`src/rtl/core/crcf_pkg.sv`:
```
// Shared constants, types and the CRC byte update for the chunk framer.
package crcf_pkg;

  localparam int unsigned CRCF_QUEUE_DEPTH = 4;

  localparam logic [15:0] CRC_POLY = 16'h1021;
  localparam logic [15:0] CRC_INIT = 16'hFFFF;

  localparam logic [7:0] OPEN_BRACE  = 8'h7B;
  localparam logic [7:0] CLOSE_BRACE = 8'h7D;

  // Position of a byte within a framed packet.
  typedef enum logic [7:0] {
    STEP_OPEN   = 8'b0000_0001,
    STEP_TYPE   = 8'b0000_0010,
    STEP_LEN_HI = 8'b0000_0100,
    STEP_LEN_LO = 8'b0000_1000,
    STEP_DATA   = 8'b0001_0000,
    STEP_CRC_HI = 8'b0010_0000,
    STEP_CRC_LO = 8'b0100_0000,
    STEP_CLOSE  = 8'b1000_0000
  } crcf_step_t;

  // One classified input word, as handed from the front end to the back end.
  typedef struct packed {
    logic        first;
    logic        last;
    logic [7:0]  data;
    logic [7:0]  ftype;
    logic [15:0] len;
    logic [15:0] crc;
  } crcf_item_t;

  // CRC-16/CCITT-FALSE update by one byte, MSB first.
  function automatic logic [15:0] crcf_crc_byte(input logic [15:0] crc, input logic [7:0] b);
    logic [15:0] c;
    c = crc ^ {b, 8'h00};
    for (int k = 0; k < 8; k++) begin
      c = c[15] ? ((c << 1) ^ CRC_POLY) : (c << 1);
    end
    return c;
  endfunction

endpackage

```
`src/rtl/core/crcf_ifs.sv`:
```
// Valid/ready channel interfaces for the framer's input and output words.
interface crcf_in_if;
  logic        valid;
  logic        ready;
  logic [7:0]  payload_byte;
  logic [7:0]  frame_type;
  logic [15:0] chunk_length;

  modport source (output valid, payload_byte, frame_type, chunk_length, input ready);
  modport sink (input valid, payload_byte, frame_type, chunk_length, output ready);
endinterface

interface crcf_out_if;
  logic       valid;
  logic       ready;
  logic [7:0] out_byte;
  logic       run_last;
  logic       frame_end;

  modport source (output valid, out_byte, run_last, frame_end, input ready);
  modport sink (input valid, out_byte, run_last, frame_end, output ready);
endinterface

```
`src/rtl/core/crcf_front.sv`:
```
// Front end: accepts payload words, tracks chunk state and the running CRC.
module crcf_front import crcf_pkg::*; (
  input  logic       clk,
  input  logic       rst_n,
  crcf_in_if.sink    in_ch,
  input  logic       q_full,
  output logic       q_push,
  output crcf_item_t q_item
);

  logic        in_chunk_r;
  logic [15:0] bytes_left_r;
  logic [15:0] crc_r;

  logic [15:0] len_eff;
  logic [15:0] left_nxt;
  logic [15:0] crc_base;
  logic [15:0] crc_nxt;
  logic        is_last;

  assign in_ch.ready = !q_full;
  assign q_push      = in_ch.valid && !q_full;

  always_comb begin
    // A zero length is taken as a one-byte chunk.
    len_eff = (in_ch.chunk_length == 16'd0) ? 16'd1 : in_ch.chunk_length;
    if (!in_chunk_r) begin
      left_nxt = len_eff - 16'd1;
      crc_base = CRC_INIT;
    end else begin
      left_nxt = (bytes_left_r != 16'd0) ? (bytes_left_r - 16'd1) : 16'd0;
      crc_base = crc_r;
    end
    crc_nxt = crcf_crc_byte(crc_base, in_ch.payload_byte);
    is_last = (left_nxt == 16'd0);
  end

  always_comb begin
    q_item.first = !in_chunk_r;
    q_item.last  = is_last;
    q_item.data  = in_ch.payload_byte;
    q_item.ftype = in_ch.frame_type;
    q_item.len   = len_eff;
    q_item.crc   = crc_nxt;
  end

  always_ff @(posedge clk) begin
    if (!rst_n) begin
      in_chunk_r   <= 1'b0;
      bytes_left_r <= 16'd0;
      crc_r        <= CRC_INIT;
    end else if (q_push) begin
      in_chunk_r   <= !is_last;
      bytes_left_r <= left_nxt;
      crc_r        <= is_last ? CRC_INIT : crc_nxt;
    end
  end

  a_close_ends_chunk: assert property (@(posedge clk) disable iff (!rst_n)
    (q_push && q_item.last) |=> (!in_chunk_r && crc_r == CRC_INIT))
    else $error("chunk state not cleared after closing word");

endmodule

```
`src/rtl/core/crcf_queue.sv`:
```
// Small register queue between the front end and the back end.
module crcf_queue import crcf_pkg::*; #(
  parameter int unsigned DEPTH = CRCF_QUEUE_DEPTH
) (
  input  logic       clk,
  input  logic       rst_n,
  input  logic       push,
  input  crcf_item_t push_item,
  output logic       full,
  input  logic       pop,
  output logic       empty,
  output crcf_item_t head
);

  localparam int unsigned PTR_W = (DEPTH > 1) ? $clog2(DEPTH) : 1;
  localparam int unsigned CNT_W = $clog2(DEPTH + 1);

  crcf_item_t       mem_r [DEPTH];
  logic [PTR_W-1:0] wr_ptr_r;
  logic [PTR_W-1:0] rd_ptr_r;
  logic [CNT_W-1:0] count_r;

  assign full  = (count_r == CNT_W'(DEPTH));
  assign empty = (count_r == '0);
  assign head  = mem_r[rd_ptr_r];

  always_ff @(posedge clk) begin
    if (push) begin
      mem_r[wr_ptr_r] <= push_item;
    end
  end

  always_ff @(posedge clk) begin
    if (!rst_n) begin
      wr_ptr_r <= '0;
      rd_ptr_r <= '0;
      count_r  <= '0;
    end else begin
      if (push) begin
        wr_ptr_r <= (wr_ptr_r == PTR_W'(DEPTH - 1)) ? '0 : (wr_ptr_r + PTR_W'(1));
      end
      if (pop) begin
        rd_ptr_r <= (rd_ptr_r == PTR_W'(DEPTH - 1)) ? '0 : (rd_ptr_r + PTR_W'(1));
      end
      if (push && !pop) begin
        count_r <= count_r + CNT_W'(1);
      end else if (pop && !push) begin
        count_r <= count_r - CNT_W'(1);
      end
    end
  end

  a_no_overflow: assert property (@(posedge clk) disable iff (!rst_n)
    push |-> !full)
    else $error("queue written while full");

  a_no_underflow: assert property (@(posedge clk) disable iff (!rst_n)
    pop |-> !empty)
    else $error("queue read while empty");

endmodule

```
`src/rtl/core/crcf_back.sv`:
```
// Back end: expands each queued word into framed output bytes.
module crcf_back import crcf_pkg::*; (
  input  logic       clk,
  input  logic       rst_n,
  input  logic       q_empty,
  input  crcf_item_t q_head,
  output logic       q_pop,
  crcf_out_if.source out_ch
);

  logic       out_valid_r;
  logic [7:0] out_byte_r;
  logic       run_last_r;
  logic       frame_end_r;
  logic       started_r;
  crcf_step_t step_r;
  crcf_step_t step_nxt;

  crcf_step_t cur_step;
  crcf_step_t end_step;
  logic       at_end;
  logic       load;
  logic [7:0] byte_sel;

  assign out_ch.valid     = out_valid_r;
  assign out_ch.out_byte  = out_byte_r;
  assign out_ch.run_last  = run_last_r;
  assign out_ch.frame_end = frame_end_r;

  assign load  = !q_empty && (!out_valid_r || out_ch.ready);
  assign q_pop = load && at_end;

  always_comb begin
    if (started_r) begin
      cur_step = step_r;
    end else begin
      cur_step = q_head.first ? STEP_OPEN : STEP_DATA;
    end
    end_step = q_head.last ? STEP_CLOSE : STEP_DATA;
    at_end   = (cur_step == end_step);
    case (cur_step)
      STEP_OPEN: begin
        byte_sel = OPEN_BRACE;
        step_nxt = STEP_TYPE;
      end
      STEP_TYPE: begin
        byte_sel = q_head.ftype;
        step_nxt = STEP_LEN_HI;
      end
      STEP_LEN_HI: begin
        byte_sel = q_head.len[15:8];
        step_nxt = STEP_LEN_LO;
      end
      STEP_LEN_LO: begin
        byte_sel = q_head.len[7:0];
        step_nxt = STEP_DATA;
      end
      STEP_DATA: begin
        byte_sel = q_head.data;
        step_nxt = STEP_CRC_HI;
      end
      STEP_CRC_HI: begin
        byte_sel = q_head.crc[15:8];
        step_nxt = STEP_CRC_LO;
      end
      STEP_CRC_LO: begin
        byte_sel = q_head.crc[7:0];
        step_nxt = STEP_CLOSE;
      end
      STEP_CLOSE: begin
        byte_sel = CLOSE_BRACE;
        step_nxt = STEP_OPEN;
      end
      default: begin
        byte_sel = q_head.data;
        step_nxt = STEP_OPEN;
      end
    endcase
  end

  always_ff @(posedge clk) begin
    if (!rst_n) begin
      out_valid_r <= 1'b0;
      started_r   <= 1'b0;
      step_r      <= STEP_OPEN;
    end else if (load) begin
      out_valid_r <= 1'b1;
      started_r   <= !at_end;
      step_r      <= step_nxt;
    end else if (out_ch.ready) begin
      out_valid_r <= 1'b0;
    end
  end

  always_ff @(posedge clk) begin
    if (load) begin
      out_byte_r  <= byte_sel;
      run_last_r  <= at_end;
      frame_end_r <= (cur_step == STEP_CLOSE);
    end
  end

  a_close_is_last: assert property (@(posedge clk) disable iff (!rst_n)
    (out_valid_r && frame_end_r) |-> run_last_r)
    else $error("closing brace not marked as last byte of its word");

  a_head_held: assert property (@(posedge clk) disable iff (!rst_n)
    started_r |-> !q_empty)
    else $error("word in progress left the queue early");

endmodule

```
`src/rtl/core/crc16_chunk_framer_core.sv`:
```
// Top level of the CRC-16 chunk framer.
//
// The block turns a stream of payload words into framed chunks. The input
// channel (in_ch) carries one payload byte per word, plus the chunk type and
// length, which are read only on the first word of a chunk. That first word
// produces '{', the type, the length high byte then low byte, and the payload
// byte. Later words pass their byte through. The word that completes the
// declared length is followed by the CRC-16/CCITT-FALSE of the chunk payload,
// high byte first, and a closing '}' flagged by frame_end. run_last marks the
// final output byte caused by each input word.
// A front end classifies each word and updates the CRC in the cycle it is
// accepted; a queue of QUEUE_DEPTH words feeds a back end that emits one
// output byte per cycle while the receiver is ready, from a registered output
// stage. The first output byte of a word passes through the queue and then
// the output register, so it is presented once the word has reached the
// queue head and been loaded. A mid-chunk word yields one output byte, the
// opening word five, the closing word four and a one-byte chunk eight; input
// ready drops only when the queue is full.
// A stalled receiver holds the output word steady and backs up into the queue.
// Synchronous reset empties the queue and returns to awaiting a first byte.
module crc16_chunk_framer_core import crcf_pkg::*; #(
  parameter int unsigned QUEUE_DEPTH = CRCF_QUEUE_DEPTH
) (
  input  logic       clk,
  input  logic       rst_n,
  crcf_in_if.sink    in_ch,
  crcf_out_if.source out_ch
);

  logic       q_push;
  logic       q_full;
  logic       q_pop;
  logic       q_empty;
  crcf_item_t q_push_item;
  crcf_item_t q_head;

  // Classify words and carry the chunk state and running CRC.
  crcf_front u_front (
    .clk    (clk),
    .rst_n  (rst_n),
    .in_ch  (in_ch),
    .q_full (q_full),
    .q_push (q_push),
    .q_item (q_push_item)
  );

  // Decouple the accept side from the byte-expansion side.
  crcf_queue #(
    .DEPTH (QUEUE_DEPTH)
  ) u_queue (
    .clk       (clk),
    .rst_n     (rst_n),
    .push      (q_push),
    .push_item (q_push_item),
    .full      (q_full),
    .pop       (q_pop),
    .empty     (q_empty),
    .head      (q_head)
  );

  // Emit header, payload, CRC and trailer bytes for the word at the queue head.
  crcf_back u_back (
    .clk     (clk),
    .rst_n   (rst_n),
    .q_empty (q_empty),
    .q_head  (q_head),
    .q_pop   (q_pop),
    .out_ch  (out_ch)
  );

endmodule

```
`src/flat_wrapper.sv`:
```
// flat-port wrapper written by rule: the top's interface ports become plain ports
module crc16_chunk_framer_core_flat import crcf_pkg::*;
#(
  parameter int unsigned QUEUE_DEPTH = CRCF_QUEUE_DEPTH
)
  (clk, rst_n, in_ch_valid, in_ch_payload_byte, in_ch_frame_type, in_ch_chunk_length, in_ch_ready, out_ch_valid, out_ch_out_byte, out_ch_run_last, out_ch_frame_end, out_ch_ready);
  crcf_in_if in_ch_i ();
  crcf_out_if out_ch_i ();
  input  logic clk;
  input  logic rst_n;
  input wire logic [$bits(in_ch_i.valid)-1:0] in_ch_valid;
  input wire logic [$bits(in_ch_i.payload_byte)-1:0] in_ch_payload_byte;
  input wire logic [$bits(in_ch_i.frame_type)-1:0] in_ch_frame_type;
  input wire logic [$bits(in_ch_i.chunk_length)-1:0] in_ch_chunk_length;
  output wire logic [$bits(in_ch_i.ready)-1:0] in_ch_ready;
  output wire logic [$bits(out_ch_i.valid)-1:0] out_ch_valid;
  output wire logic [$bits(out_ch_i.out_byte)-1:0] out_ch_out_byte;
  output wire logic [$bits(out_ch_i.run_last)-1:0] out_ch_run_last;
  output wire logic [$bits(out_ch_i.frame_end)-1:0] out_ch_frame_end;
  input wire logic [$bits(out_ch_i.ready)-1:0] out_ch_ready;
  assign in_ch_i.valid = in_ch_valid;
  assign in_ch_i.payload_byte = in_ch_payload_byte;
  assign in_ch_i.frame_type = in_ch_frame_type;
  assign in_ch_i.chunk_length = in_ch_chunk_length;
  assign in_ch_ready = in_ch_i.ready;
  assign out_ch_valid = out_ch_i.valid;
  assign out_ch_out_byte = out_ch_i.out_byte;
  assign out_ch_run_last = out_ch_i.run_last;
  assign out_ch_frame_end = out_ch_i.frame_end;
  assign out_ch_i.ready = out_ch_ready;
  crc16_chunk_framer_core #(.QUEUE_DEPTH(QUEUE_DEPTH)) u_core (.clk(clk), .rst_n(rst_n), .in_ch(in_ch_i), .out_ch(out_ch_i));
endmodule
```
`config.mk`:
```
export PLATFORM = sky130hd
export DESIGN_NAME = crc16_chunk_framer_core_flat
export DESIGN_NICKNAME = d
export VERILOG_FILES = /design/src/rtl/core/crcf_pkg.sv /design/src/rtl/core/crcf_ifs.sv /design/src/rtl/core/crcf_front.sv /design/src/rtl/core/crcf_queue.sv /design/src/rtl/core/crcf_back.sv /design/src/rtl/core/crc16_chunk_framer_core.sv /design/src/flat_wrapper.sv
export SDC_FILE = /design/constraint.sdc
export NUM_CORES = 1
export LEC_CHECK = 0
export ABC_AREA = 1
export ABC_CLOCK_PERIOD_IN_PS = 5700
export BUFFER_PORTS_ARGS = -buffer_cell sky130_fd_sc_hd__buf_2
export CAP_MARGIN = 20
export CORE_AREA = 2 2 170 172
export CTS_CLUSTER_DIAMETER = 150
export DETAILED_ROUTE_END_ITERATION = 7
export DIE_AREA = 0 0 172 174
export PLACE_DENSITY = 0.7
export RECOVER_POWER = 100
export SKIP_LAST_GASP = 1
export SYNTH_ARGS = -nofsm -noshare
export SYNTH_HDL_FRONTEND = slang
export SYNTH_HIERARCHICAL = 1
export SYNTH_SLANG_ARGS = --single-unit
```
`constraint.sdc`:
```
create_clock -name clk -period 5.7 [get_ports clk]
set_input_delay 0.855 -clock clk [delete_from_list [all_inputs] [get_ports clk]]
set_output_delay 0.855 -clock clk [all_outputs]
set_load 0.005 [all_outputs]
```
Word level (Yosys, flattened, before mapping)
Memories as Yosys holds them, arrays and structs flattened. A register that Yosys moved wholly into a read port is not among the register bits.
Index checks and enable logic that the tools add are counted.

storage, ports and cells
  output and inout bits = 12
  input port bits = 36
  memories = 1
  word-level logic and storage cells = 88
  RAM bits = 200
  register bits after elaboration = 60

operators by class
  equal/unequal tests = 12
  add/subtract/negate cells = 6
  multiplexer cells = 28
  reductions and logical operators = 20
  bitwise gates (word level) = 9

memories
  memory                depth  width  rd ports  clocked after Yosys merged registers in  write ports  RTL line          source
  u_core.u_queue.mem_r  4      50     1         1                                        1            crcf_queue.sv:18  crcf_item_t mem_r [DEPTH];

operators by type and width
  kind                     number
  $pmux W8 S7              2
  $mux W13                 8
  $mux W16                 5
  $logic_not A16 Y1        2
  $sub A16 B1 Y16 const B  2
  $not A3 Y3               8
  $mux W8                  2
  $reduce_bool A16 Y1      1
  $xor A16 B16 Y16         1
  $eq A8 B1 Y1 const B     1
  $eq A8 B2 Y1 const B     1
  $eq A8 B3 Y1 const B     1
  $eq A8 B4 Y1 const B     1
  $eq A8 B5 Y1 const B     1
  $eq A8 B6 Y1 const B     1
  $eq A8 B7 Y1 const B     1
  $eq A8 B8 Y1             1
  $eq A8 B8 Y1 const B     1
  $logic_not A1 Y1         8
  $mux W2                  4
  $mux W3                  2
  $logic_and A1 B1 Y1      5
  $mux W5                  1
  $add A2 B1 Y2 const B    2
  8 further kinds          13

Logic depth before layout (Yosys ltp)
Gate-level depths: netlist of run 1.

  depth after elaboration = 19
  gate-level depth with buffers = 23

Cells and area by module
Netlist of run 1, hierarchy kept.

modules (own cells, without submodules)
  module      cells each  area an instance (µm²)  times used
  crcf_queue  542         8006.4                  1
  crcf_front  493         3149.3                  1
  crcf_back   213         1560.2                  1

Least setup slack after synthesis of run 1
No wires, ideal clock.

  path kind = input to register
  from = input in_ch_chunk_length[7]
  to = memory u_core/u_queue/mem_r[0][48] in the netlist's numbering (data pin)
  arrival = 2.738 ns
  cell stages on the path = 21
  path buffers = 2
  setup time = 0.254 ns
  required time = 5.446 ns
  slack = 2.708 ns
  cells stage by stage = nor2_1 nand2_2 nor2_4 nand2_4 nand2_2 inv_1 ha_1 nand2_1 inv_2 nand2_1 nor2_2 nand2_1 nand3_1 nand2_1 clkinv_1 nand3_2 nor2_4 nand2_4 buf_6 nor2_1 buf_4

RTL lines
  what         RTL line            source
  from (decl)  flat_wrapper.sv:14  input wire logic [$bits(in_ch_i.chunk_length)-1:0] in_ch_chunk_length;
  to (decl)    crcf_queue.sv:18

Worst setup path in the final report of run 1
  from = register u_core.u_queue.count_r[2]
  to = memory u_core/u_queue/mem_r[1][16] in the netlist's numbering, enable pin

between the ends
  longest elaborated chain between the ends = 5

RTL lines
  what                           RTL line                       source
  from (decl)                    crcf_queue.sv:21               logic [CNT_W-1:0] count_r;
  from (signal assigned)         crcf_queue.sv:46               count_r <= count_r + CNT_W'(1);
  from (signal assigned)         crcf_queue.sv:48               count_r <= count_r - CNT_W'(1);
  $eq A3 B3 Y1                   crcf_queue.sv:23               assign full = (count_r == CNT_W'(DEPTH));
  net u_core.q_full              crc16_chunk_framer_core.sv:31  logic q_full;
  $logic_not A1 Y1               crcf_front.sv:22               assign q_push = in_ch.valid && !q_full;
  $logic_and A1 B1 Y1            crcf_front.sv:22
  net u_core.q_push              crc16_chunk_framer_core.sv:30  logic q_push;
  $mux W1                        crcf_queue.sv:28               if (push) begin
  $mux W1 (not written as such)  crcf_queue.sv:29               mem_r[wr_ptr_r] <= push_item;

The timed path passes the listed nets, and every way through them passes these cells.

==> results of run 1 <==
cells by family after synthesis:
| family | share of synthesized area |
|---|---|
| AO/OA/AOI/OAI | 0.103 |
| XOR/XNOR | 0.0192 |
| adder cells (fa/ha/maj) | 0.00945 |
| buffers and inverters | 0.0907 |
| flip-flops | 0.578 |
| AND/OR/NAND/NOR | 0.200 |
worst max-delay path, stage by stage (launching register included):
cell and delay [ns]:
dfxtp_1 0.36, inv_1 0.07, nor3_1 0.14, inv_1 0.17
nand2_1 0.09, clkbuf_1 1.09, clkinv_1 0.84, nand2_1 0.21
inv_1 0.54, buf_4 0.50
stage by stage:
stage	worst slack (ns)	total power, mW	hold slack (ns)	std cells
after detailed placement	2.18	4.96	0.456	1604
after CTS	2.17	6.64	0.474	1654
final	1.35	6.55	0.471	1654
after global routing	0.936	6.94	0.491	1654
after global placement	2.26	4.91	0.448	1604
after floorplan	2.71	4.52	0.435	1248
per-layer routing:
| layer | up-vias | GRT usage | share of wire |
|---|---|---|---|
| met5 | - | 0 | 0 |
| met4 | 0 | 0.0567 | 0.024 |
| met3 | 42 | 0.0344 | 0.069 |
| met2 | 284 | 0.306 | 0.47 |
| met1 | 4185 | 0.266 | 0.43 |
| li1 | 4269 | - | - |
power by group:
group	switching, mW	internal (mW)
Combinational	1.58	0.639
Sequential	0.199	2.45
Clock	0.740	0.932
layout by cell type (no fill, tap or decap), types with 3 or more instances in the layout:
cell type,Yosys,layout
a21oi_1,27,27
buf_2,12,5
buf_4,25,7
clkbuf_1,24,51
clkbuf_16,0,27
clkbuf_8,0,3
clkinv_1,11,11
clkinv_2,0,4
clkinvlp_4,0,4
dfxtp_1,52,51
edfxtp_1,210,210
ha_1,8,8
inv_1,94,99
inv_2,14,9
nand2_1,144,156
nand2_2,16,6
nand2_4,7,5
nand3_1,100,101
nand3_2,12,11
nand3_4,3,3
nand3b_1,3,4
nand4_1,10,10
nor2_1,164,168
nor2_2,11,10
nor2_4,10,7
nor2_8,3,3
nor3_1,4,4
o211ai_1,7,7
o21ai_0,70,71
o21ai_1,72,71
o21ai_2,8,8
o22ai_1,50,50
or2_0,5,5
or2_1,4,4
or3_1,4,4
xor2_1,24,25
final cells by class:
| type | instances | area (um^2) | area share |
|---|---|---|---|
| clock buffers | 36 | 739 | 0.0547 |
| clock inverters | 14 | 119 | 0.00878 |
| inverters | 121 | 469 | 0.0347 |
| multi-input cells | 780 | 4130 | 0.305 |
| flip-flops and latches | 262 | 7350 | 0.543 |
| well taps | 384 | 480 | 0.0355 |
| repair buffers | 57 | 246 | 0.0182 |
state kept, by name, indices dropped and copies added (netlist names), named ones only:
name	count
u_core/u_front/in_chunk_r	1
u_core/u_back/out_ch.valid	1
u_core/u_back/out_ch.out_byte	8
u_core/u_back/out_ch.frame_end	1
u_core/u_queue/rd_ptr_r	2
u_core/u_front/bytes_left_r	16
u_core/u_back/started_r	1
u_core/u_queue/wr_ptr_r	2
u_core/u_queue/count_r	3
u_core/u_back/out_ch.run_last	1
u_core/u_front/crc_r	16
u_core/u_back/step_r	8
u_core/u_queue/mem_r	200
worst max path at each step:
stage | start | endpoint | slack (ns)
2_1_floorplan | in_ch_chunk_length[7] | u_core/u_queue/mem_r[0][48] | 2.71
3_3_place_gp | flip-flop | u_core/u_queue/count_r[2] | 2.26
3_5_place_dp | flip-flop | u_core/u_queue/count_r[2] | 2.18
4_1_cts | flip-flop | u_core/u_queue/count_r[2] | 2.17
5_1_grt | u_core/u_queue/count_r[2] | u_core/u_queue/mem_r[0][18] | 0.94
6_report | u_core/u_queue/count_r[2] | u_core/u_queue/mem_r[1][16] | 1.35
==> metrics.csv, run 1 <==
metric,value,unit
# hold bufs at CTS,0,
Initial Utilization,0.450,
number of synthesized register bits,262,
core box area,0.0282,mm^2
power per cell area,484,mW/mm^2
Fin Clk Skew,0.0158,ns
Max Slew Vio Count,98,
Synth top cells by count,"210 x edfxtp_1, 164 x nor2_1, 144 x nand2_1",
Post-CTS Setup Bufs,0,
Inserted Diodes,0,
Vias,8780,
layout cell share with drive strength beyond 1,0.0992,
Post-Syn Area per Cell,10.2,um^2
count of final setup violators,0,
largest net degree at the start of global routing,101,
Port Buffer Count,47,
unrepaired setup endpoints after global routing,false,
synth unique cells,48,
Tmin final,4.35,ns
vias in the first global route,8335,
Startpoint Class,flip-flop,
setup TNS,0,ns
DRC errors left,0,
top cell type's share of synthesized area,0.496,
CP required,5.95,ns
min-delay src,u_core/u_front/crc_r[11],
all-layer global routing usage,0.191,
"Hold Violations, Final",0,
H-tree depth,1,
Reg2Reg Setup Slack,1.35,ns
CP Class,reg2reg,
top cell type by total area after synthesis,edfxtp_1,
first-pass GRT wire length,45.0,mm
initial antenna violation count,0,
CTS sink cnt,262,
Max clock buf depth,3,
hold crit path type,reg2reg,
Crit Reg-Reg Startpoint,u_core/u_queue/count_r[2],
Post-synth EDFFs,210,
Hold Path Cell Cnt,2,
Wirelength per Cell,17.1,um
HPWL after detailed placement,18.3,mm
"Max FO, Critical Path",34,
post-route ant nets,0,
RD Place Congestion,0.896,
R2R Path End,u_core/u_queue/mem_r[1][16],
I/O pin total,48,
Slew HR,-0.166,
via density per instance,5.31,
cts repair resizes,0,
drt pass-1 iters,5,
placed cell area,0.0128,mm^2
clock latency on the worst-skew pair,0.55,ns
Synth warnings,6,
hold endpoint,u_core/u_front/crc_r[11],
full die area,0.0299,mm^2
failing checks,"capacitance limit, slew limit",
ys async rst share,0,
root buf cell,clkbuf_16,
Die Y,174,um
nets,1294,
post-route design area,0.0135,mm^2
Final Cycle Share,0.762,
Post-Route WL,28.3,mm
Cells after Synth,1248,
Synth Cell Area,0.0127,mm^2
Finished Core Util,0.479,
arrival time worst endpoint,4.60,ns
Site Rows,62,
Overflow after GRT,0,
synth top area cells,"edfxtp_1 50%, dfxtp_1 8.2%, nor2_1 4.8%",
status,"finished, violations left",
drt initial violations,725,
Filler cells,2608,
leakage power,5.22,nW
Worst-path clk slew,0.06,ns
VDD IR-drop max,0.277,mV
Tightest Pin Transition,1.75,ns
CTS buffer count,27,
MaxCap Viol Count,3,
f_max,230,MHz
"Top FF cell, synth",edfxtp_1,
most common cell in the netlist,edfxtp_1,
crit end category,flip-flop,
path depth of the worst reg2reg path,9,
Mapped Nets,1293,
CTS tree,yes,
Die W,172,um
Area Overhead vs Synth,6.41,%
"Seq/Total Area, Yosys",0.578,
Power figures use the tool's default switching activity.
==> run 2: changes to the inputs <==
--- a/config.mk
+++ b/config.mk
@@ -5,15 +5,15 @@
 export SDC_FILE = /design/constraint.sdc
 export NUM_CORES = 1
 export LEC_CHECK = 0
-export ABC_AREA = 1
-export ABC_CLOCK_PERIOD_IN_PS = 5700
+export ABC_AREA = 0
+export ABC_CLOCK_PERIOD_IN_PS = 4300
 export BUFFER_PORTS_ARGS = -buffer_cell sky130_fd_sc_hd__buf_2
 export CAP_MARGIN = 20
-export CORE_AREA = 2 2 170 172
+export CORE_AREA = 2 2 165 167
 export CTS_CLUSTER_DIAMETER = 150
 export DETAILED_ROUTE_END_ITERATION = 7
-export DIE_AREA = 0 0 172 174
-export PLACE_DENSITY = 0.7
+export DIE_AREA = 0 0 167 169
+export PLACE_DENSITY = 0.71
 export RECOVER_POWER = 100
 export SKIP_LAST_GASP = 1
 export SYNTH_ARGS = -nofsm -noshare
==> constraint.sdc (replaced) <==
create_clock -name clk -period 4.3 [get_ports clk]
set_input_delay 0.645 -clock clk [delete_from_list [all_inputs] [get_ports clk]]
set_output_delay 0.645 -clock clk [all_outputs]
set_load 0.005 [all_outputs]
==> run 2 against run 1 <==
Worst hold slack worse by 0.076 ns. Critical endpoint is now u_core/u_queue/mem_r[2][48]. Non-clock buffer count up 4. Area after synthesis down 5.8%. Die area down 5.7%. Critical path depth up 4. Highest routed layer unchanged. Via count down 21%. The flow still finishes with violations (capacitance limit, slew limit). Utilization up 1.2 points. Sequential share of layout area up 2.2 points. Cell area down 3.9%. Clock-buffer cell count up 7. Combinational power down 24%. Clock skew down 0.0049 ns.
==> metrics.csv, run 2 <==
metric,value,unit,change
status,"finished, violations left",,unchanged
failing checks,"capacitance limit, slew limit",,unchanged
Area Overhead vs Synth,8.55,%,was 6.41%
Final Power,7.41,mW,was 6.55 mW
Site Rows,60,,was 62
Synth warnings,6,,unchanged
Synth top cells by count,"210 x edfxtp_1, 71 x nor2_1, 52 x dfxtp_1",,"was 210 x edfxtp_1, 164 x nor2_1, 144 x nand2_1"
most common cell in the netlist,edfxtp_1,,unchanged
CP required,4.56,ns,was 5.95 ns
H-tree depth,1,,unchanged
Wirelength per Cell,20.2,um,was 17.1 um
all-layer global routing usage,0.173,,was 0.191
clock latency on the worst-skew pair,0.53,ns,was 0.55 ns
I/O pin total,48,,unchanged
routed length on met2,12.0,mm,was 13.4 mm
post-route ant nets,0,,unchanged
largest net degree at the start of global routing,51,,was 101
Crit Reg-Reg Startpoint,u_core/u_queue/count_r[0],,was u_core/u_queue/count_r[2]
nets,886,,was 1294
Max clock buf depth,3,,unchanged
cts repair resizes,0,,unchanged
CTS tree,yes,,unchanged
initial antenna violation count,0,,unchanged
Post-CTS Setup Bufs,0,,unchanged
DRC errors left,0,,unchanged
"Seq/Total Area, Yosys",0.613,,was 0.578
top cell type by total area after synthesis,edfxtp_1,,unchanged
arrival time worst endpoint,4.00,ns,was 4.60 ns
Fin Clk Skew,0.0109,ns,was 0.0158 ns
min-delay src,in_ch_frame_type[2],,was u_core/u_front/crc_r[11]
"most common cell after layout, fill and taps aside",edfxtp_1,,unchanged
final cell count without fillers,1204,,was 1654
Overflow after GRT,0,,unchanged
Synth Cell Area,0.0120,mm^2,was 0.0127 mm^2
flip-flop and latch area,0.00735,mm^2,about the same
Die W,167,um,was 172 um
layout cell share with drive strength beyond 1,0.174,,was 0.0992
synth top area cells,"edfxtp_1 53%, mux4_2 9.4%, dfxtp_1 8.7%",,"was edfxtp_1 50%, dfxtp_1 8.2%, nor2_1 4.8%"
ys async rst share,0,,unchanged
Mapped Nets,873,,was 1293
"commonest cells after routing, fill and taps aside","210 x edfxtp_1, 71 x nor2_1, 51 x clkbuf_1",,"was 210 x edfxtp_1, 168 x nor2_1, 156 x nand2_1"
HPWL after detailed placement,16.0,mm,was 18.3 mm
setup TNS,0,ns,unchanged
crit end category,flip-flop,,unchanged
# hold bufs at CTS,0,,unchanged
f_max,268,MHz,
"Top FF cell, synth",edfxtp_1,,unchanged
full die area,0.0282,mm^2,was 0.0299 mm^2
multi-input logic area,0.00397,mm^2,was 0.00413 mm^2
hold crit path type,in2reg,,was reg2reg
first-pass GRT wire length,38.5,mm,was 45.0 mm
core box area,0.0265,mm^2,was 0.0282 mm^2
"Hold Violations, Final",0,,unchanged
count of final setup violators,0,,unchanged
Post-Route WL,24.3,mm,was 28.3 mm
Cells after DPL,1152,,was 1604
Worst-path clk slew,0.06,ns,about the same
root buf cell,clkbuf_16,,unchanged
number of synthesized register bits,262,,unchanged
drt initial violations,571,,was 725
CTS buffer count,28,,was 27
Port Buffer Count,47,,unchanged
Max Slew Vio Count,139,,was 98
Post-synth EDFFs,210,,unchanged
Post-Syn Area per Cell,14.5,um^2,was 10.2 um^2
Die Y,169,um,was 174 um
power per cell area,570,mW/mm^2,was 484 mW/mm^2
vias in the first global route,6737,,was 8335
Top reg by flops,u_core/u_queue/mem_r,,unchanged
WL met3,1.45,mm,was 1.95 mm
unrepaired setup endpoints after global routing,false,,unchanged
drt pass-1 iters,5,,unchanged
VDD IR-drop max,0.309,mV,was 0.277 mV
Initial Utilization,0.452,,was 0.450
Top Registers,"u_core/u_queue/mem_r x200, u_core/u_front/bytes_left_r x16, u_core/u_front/crc_r x16",,unchanged
Inserted Diodes,0,,unchanged
synth unique cells,87,,was 48
Tightest Pin Transition,1.56,ns,was 1.75 ns
Top Metal Used,met4,,unchanged
CP Class,in2reg,,was reg2reg
wl on met1,10.5,mm,was 12.3 mm
crit path launch,in_ch_chunk_length[6],,was u_core/u_queue/count_r[2]
max reg flops,200,,unchanged
Filler cells,2215,,was 2608
Cells after Synth,828,,was 1248
Vias,6905,,was 8780
CTS sink cnt,262,,unchanged
leakage power,4.21,nW,was 5.22 nW
Startpoint Class,input pin,,was flip-flop
Final Cycle Share,0.869,,
top cell type's share of synthesized area,0.526,,was 0.496
Slew HR,-0.0370,,was -0.166
PnR worst setup slack,0.562,ns,was 1.35 ns
RD Place Congestion,0.838,,was 0.896
"Max FO, Critical Path",17,,was 34
DP Worst Slack,0.308,ns,was 2.18 ns
worst hold margin,0.395,ns,was 0.471 ns
Tmin final,3.74,ns,
via density per instance,5.74,,was 5.31
MaxCap Viol Count,3,,unchanged
## run 2: changes by cell type after synthesis, moves of 48 or more
cell and delta:
inv_1 -74, mux4_2 +50, nand2_1 -108, nand3_1 -95
nor2_1 -93, o21ai_1 -71, o22ai_1 -48
## run 2: cell families after synthesis
family	Yosys count	synth area share
buf+inv	98	0.0487
mux	62	0.104
simple gates	225	0.107
compound gates	128	0.0845
xor+xnor	44	0.0322
flops	262	0.613
fa+ha+maj	9	0.0100
## run 2: power by group
part | switching (mW) | internal, mW
Sequential | 0.179 | 3.23
Combinational | 1.00 | 0.679
Clock | 0.930 | 1.40
Total | 2.11 | 5.30
## run 2: metal layers
layer | GRT usage | vias to the layer above
li1 | - | 3174
met1 | 0.240 | 3475
met2 | 0.293 | 215
met3 | 0.0222 | 41
met4 | 0.0405 | 0
met5 | 0 | -
## run 2: final timing paths
kind	end	slack, ns	cells past startpoint
min	u_core/u_queue/mem_r[0][34]	0.40	1
max	u_core/u_queue/mem_r[2][48]	0.56	13
max reg2reg	u_core/u_queue/mem_r[2][6]	0.74	6
min reg2reg	u_core/u_front/crc_r[1]	0.49	2
## run 2: per-stage QoR
stage | utilization | instance area [um^2]
4_1_cts | 0.499 | 13200
5_1_grt | 0.491 | 13000
6_report | 0.491 | 13000
2_1_floorplan | - | 12000
3_3_place_gp | 0.464 | 12300
3_5_place_dp | 0.464 | 12300
## run 2: cell type report
class,instances,area share
inverters,20,0.00577
clock inverters,9,0.00568
clock buffers,43,0.0645
multi-input cells,468,0.305
well taps,341,0.0328
repair buffers,61,0.0205
flip-flops and latches,262,0.565
## run 2: worst max-delay path: stages
cell,delay [ns]
clkbuf_1,0.24
or4_1,0.69
nor4_1,0.50
nor2_1,0.13
ha_1,0.26
or4b_1,0.30
o31a_1,0.14
o21ai_0,0.13
o31a_1,0.20
and4_1,0.17
nand4_1,0.14
buf_4,0.32
inv_1,0.13
==> run 3: changes to the inputs <==
--- a/config.mk
+++ b/config.mk
@@ -13,7 +13,7 @@
 export CTS_CLUSTER_DIAMETER = 150
 export DETAILED_ROUTE_END_ITERATION = 7
 export DIE_AREA = 0 0 167 169
-export PLACE_DENSITY = 0.71
+export PLACE_DENSITY = 0.73
 export RECOVER_POWER = 100
 export SKIP_LAST_GASP = 1
 export SYNTH_ARGS = -nofsm -noshare
==> run 3 against run 2 <==
The flow still finishes with violations (capacitance limit, slew limit). Worst setup slack improved by 0.070 ns. Routed wire length increased by 2.0%. Total power increased by 0.74%. Sequential power about the same. First-iteration DRC count increased by 3.3%. Flip-flop and latch count unchanged. Clock power increased by 2%. Global-route usage increased by 0.41 points. Critical path type is now reg2reg. Highest routed layer unchanged.
==> metrics.csv, run 3 (synthesized netlist as in run 2, its figures left out) <==
metric,value,unit,change
crit path buf inv count,1,,was 3
Inserted Diodes,0,,unchanged
Die W,167,um,unchanged
core box area,0.0265,mm^2,unchanged
worst hold margin,0.395,ns,about the same
Top reg by flops,u_core/u_queue/mem_r,,unchanged
count of final setup violators,0,,unchanged
biggest cell delay along the critical path,1.08,ns,was 0.69 ns
crit end category,flip-flop,,unchanged
max reg flops,200,,unchanged
hold crit path type,in2reg,,unchanged
CP top delay family,buffers and inverters,,was simple AND/OR/NAND/NOR gates
Switching Fraction,0.283,,was 0.285
largest net degree at the start of global routing,51,,unchanged
f_max,273,MHz,was 268 MHz
vias in the first global route,6850,,was 6737
# hold bufs at CTS,0,,unchanged
Fin Clk Skew,0.0145,ns,was 0.0109 ns
Max clock buf depth,3,,unchanged
HPWL after detailed placement,16.0,mm,about the same
Area Overhead vs Synth,8.53,%,was 8.55%
Logic pwr share,0.224,,was 0.227
arrival time worst endpoint,3.93,ns,was 4.00 ns
Port Buffer Count,47,,unchanged
Int Power,5.36,mW,was 5.30 mW
Cells after DPL,1157,,was 1152
status,"finished, violations left",,unchanged
post-route ant nets,0,,unchanged
Post-Route WL,24.8,mm,was 24.3 mm
first-pass GRT wire length,39.3,mm,was 38.5 mm
Startpoint Class,flip-flop,,was input pin
Site Rows,60,,unchanged
drt pass-1 iters,5,,unchanged
DRC errors left,0,,unchanged
placed cell area,0.0123,mm^2,about the same
CTS tree,yes,,unchanged
H-tree depth,1,,unchanged
CP required,4.56,ns,about the same
root buf cell,clkbuf_16,,unchanged
failing checks,"capacitance limit, slew limit",,unchanged
Tmin final,3.67,ns,was 3.74 ns
initial antenna violation count,0,,unchanged
nets,889,,was 886
CTS sink cnt,262,,unchanged
Max Slew Vio Count,155,,was 139
unrepaired setup endpoints after global routing,false,,unchanged
final cell count without fillers,1204,,unchanged
CP Cell Sequence,clkbuf_2 > mux4_2 > a22oi_1 > o21bai_1 > a221o_2 > a221o_1,,was clkbuf_1 > or4_1 > nor4_1 > nor2_1 > ha_1 > or4b_1 > o31a_1 > o21ai_0 > o31a_1 > and4_1 > nand4_1 > buf_4 > inv_1
"commonest cells after routing, fill and taps aside","210 x edfxtp_1, 71 x nor2_1, 53 x clkbuf_1",,"was 210 x edfxtp_1, 71 x nor2_1, 51 x clkbuf_1"
Wirelength per Cell,20.6,um,was 20.2 um
Reg power frac,0.458,,was 0.459
CTS buffer count,26,,was 28
Overflow after GRT,0,,unchanged
Die Y,169,um,unchanged
full die area,0.0282,mm^2,unchanged
clock latency on the worst-skew pair,0.52,ns,was 0.53 ns
clock group share of total power,0.317,,was 0.314
CP Class,reg2reg,,was in2reg
setup TNS,0,ns,unchanged
I/O pin total,48,,unchanged
all-layer global routing usage,0.177,,was 0.173
leakage power,4.20,nW,was 4.21 nW
Worst path slowest cell,clkbuf_2,,was or4_1
"Max FO, Critical Path",32,,was 17
Net Sw Power,2.11,mW,about the same
"most common cell after layout, fill and taps aside",edfxtp_1,,unchanged
Vias,6896,,was 6905
Top Registers,"u_core/u_queue/mem_r x200, u_core/u_front/bytes_left_r x16, u_core/u_front/crc_r x16",,unchanged
layout cell share with drive strength beyond 1,0.168,,was 0.174
Worst-path clk slew,0.06,ns,about the same
"Hold Violations, Final",0,,unchanged
post-route design area,0.0130,mm^2,about the same
cts repair resizes,0,,unchanged
Initial Utilization,0.452,,unchanged
Slew HR,-0.0451,,was -0.0370
Post-CTS Setup Bufs,0,,unchanged
MaxCap Viol Count,4,,was 3
via density per instance,5.73,,was 5.74
RD Place Congestion,0.848,,was 0.838
Final Cycle Share,0.853,,was 0.869
drt initial violations,590,,was 571
VDD IR-drop max,0.451,mV,was 0.309 mV
Tightest Pin Transition,1.57,ns,was 1.56 ns
power per cell area,574,mW/mm^2,was 570 mW/mm^2
Final Power,7.47,mW,was 7.41 mW
-- run 3: changes by cell type in the layout (fill, tap and decap cells not counted), moves of 4 or more --
cell | previous run | this run
clkbuf_8 | 6 | 0
a21oi_1 | 21 | 25
a21oi_4 | 6 | 2
bufinv_16 | 1 | 5
-- run 3: worst register-to-register path: cells and delay by family (launching register included) --
kind / cells / cell delay, ns
mux: 1 / 0.66
compound gates: 4 / 1.05
buf+inv: 1 / 1.09
flops: 1 / 0.61
-- run 3: stage by stage --
step                worst slack (ns)   util
finish                         0.632  0.491
CTS                            0.868  0.499
global placement               0.428  0.466
floorplan                      0.677      -
detailed placement             0.351  0.466
global route                   0.386  0.491
-- run 3: final timing paths --
kind	start	endpoint	slack, ns	cells after the start
min	in_ch_frame_type[2]	u_core/u_queue/mem_r[0][34]	0.40	1
min reg2reg	u_core/u_front/crc_r[1]	u_core/u_front/crc_r[1]	0.49	2
max	flip-flop	u_core/u_back/out_ch.out_byte[4]	0.63	6
max reg2reg	flip-flop	u_core/u_back/out_ch.out_byte[4]	0.63	6
-- run 3: routing by layer --
layer	global-route usage	vias to the layer above	part of all wire
met5	0	-	0
met3	0.0220	34	0.057
li1	-	3179	-
met1	0.246	3455	0.44
met4	0.0450	0	0.018
met2	0.299	228	0.49
-- run 3: cell type report --
class	count	area [um^2]
fill	2228	13500
sequential	262	7350
multi-input combinational	468	3940
clock buffer	34	702
tap	341	427
timing repair buffer	66	315
clock inverter	13	190
inverter	20	75.1
-- run 3: power by group through the flow --
stage	Sequential, mW	Clock (mW)	Combinational, mW
6_report	3.42	2.37	1.67
5_1_grt	3.47	2.50	1.84
4_1_cts	3.41	2.40	1.76
3_5_place_dp	3.46	0	1.75
3_3_place_gp	3.44	0	1.72
2_1_floorplan	3.38	0	1.35
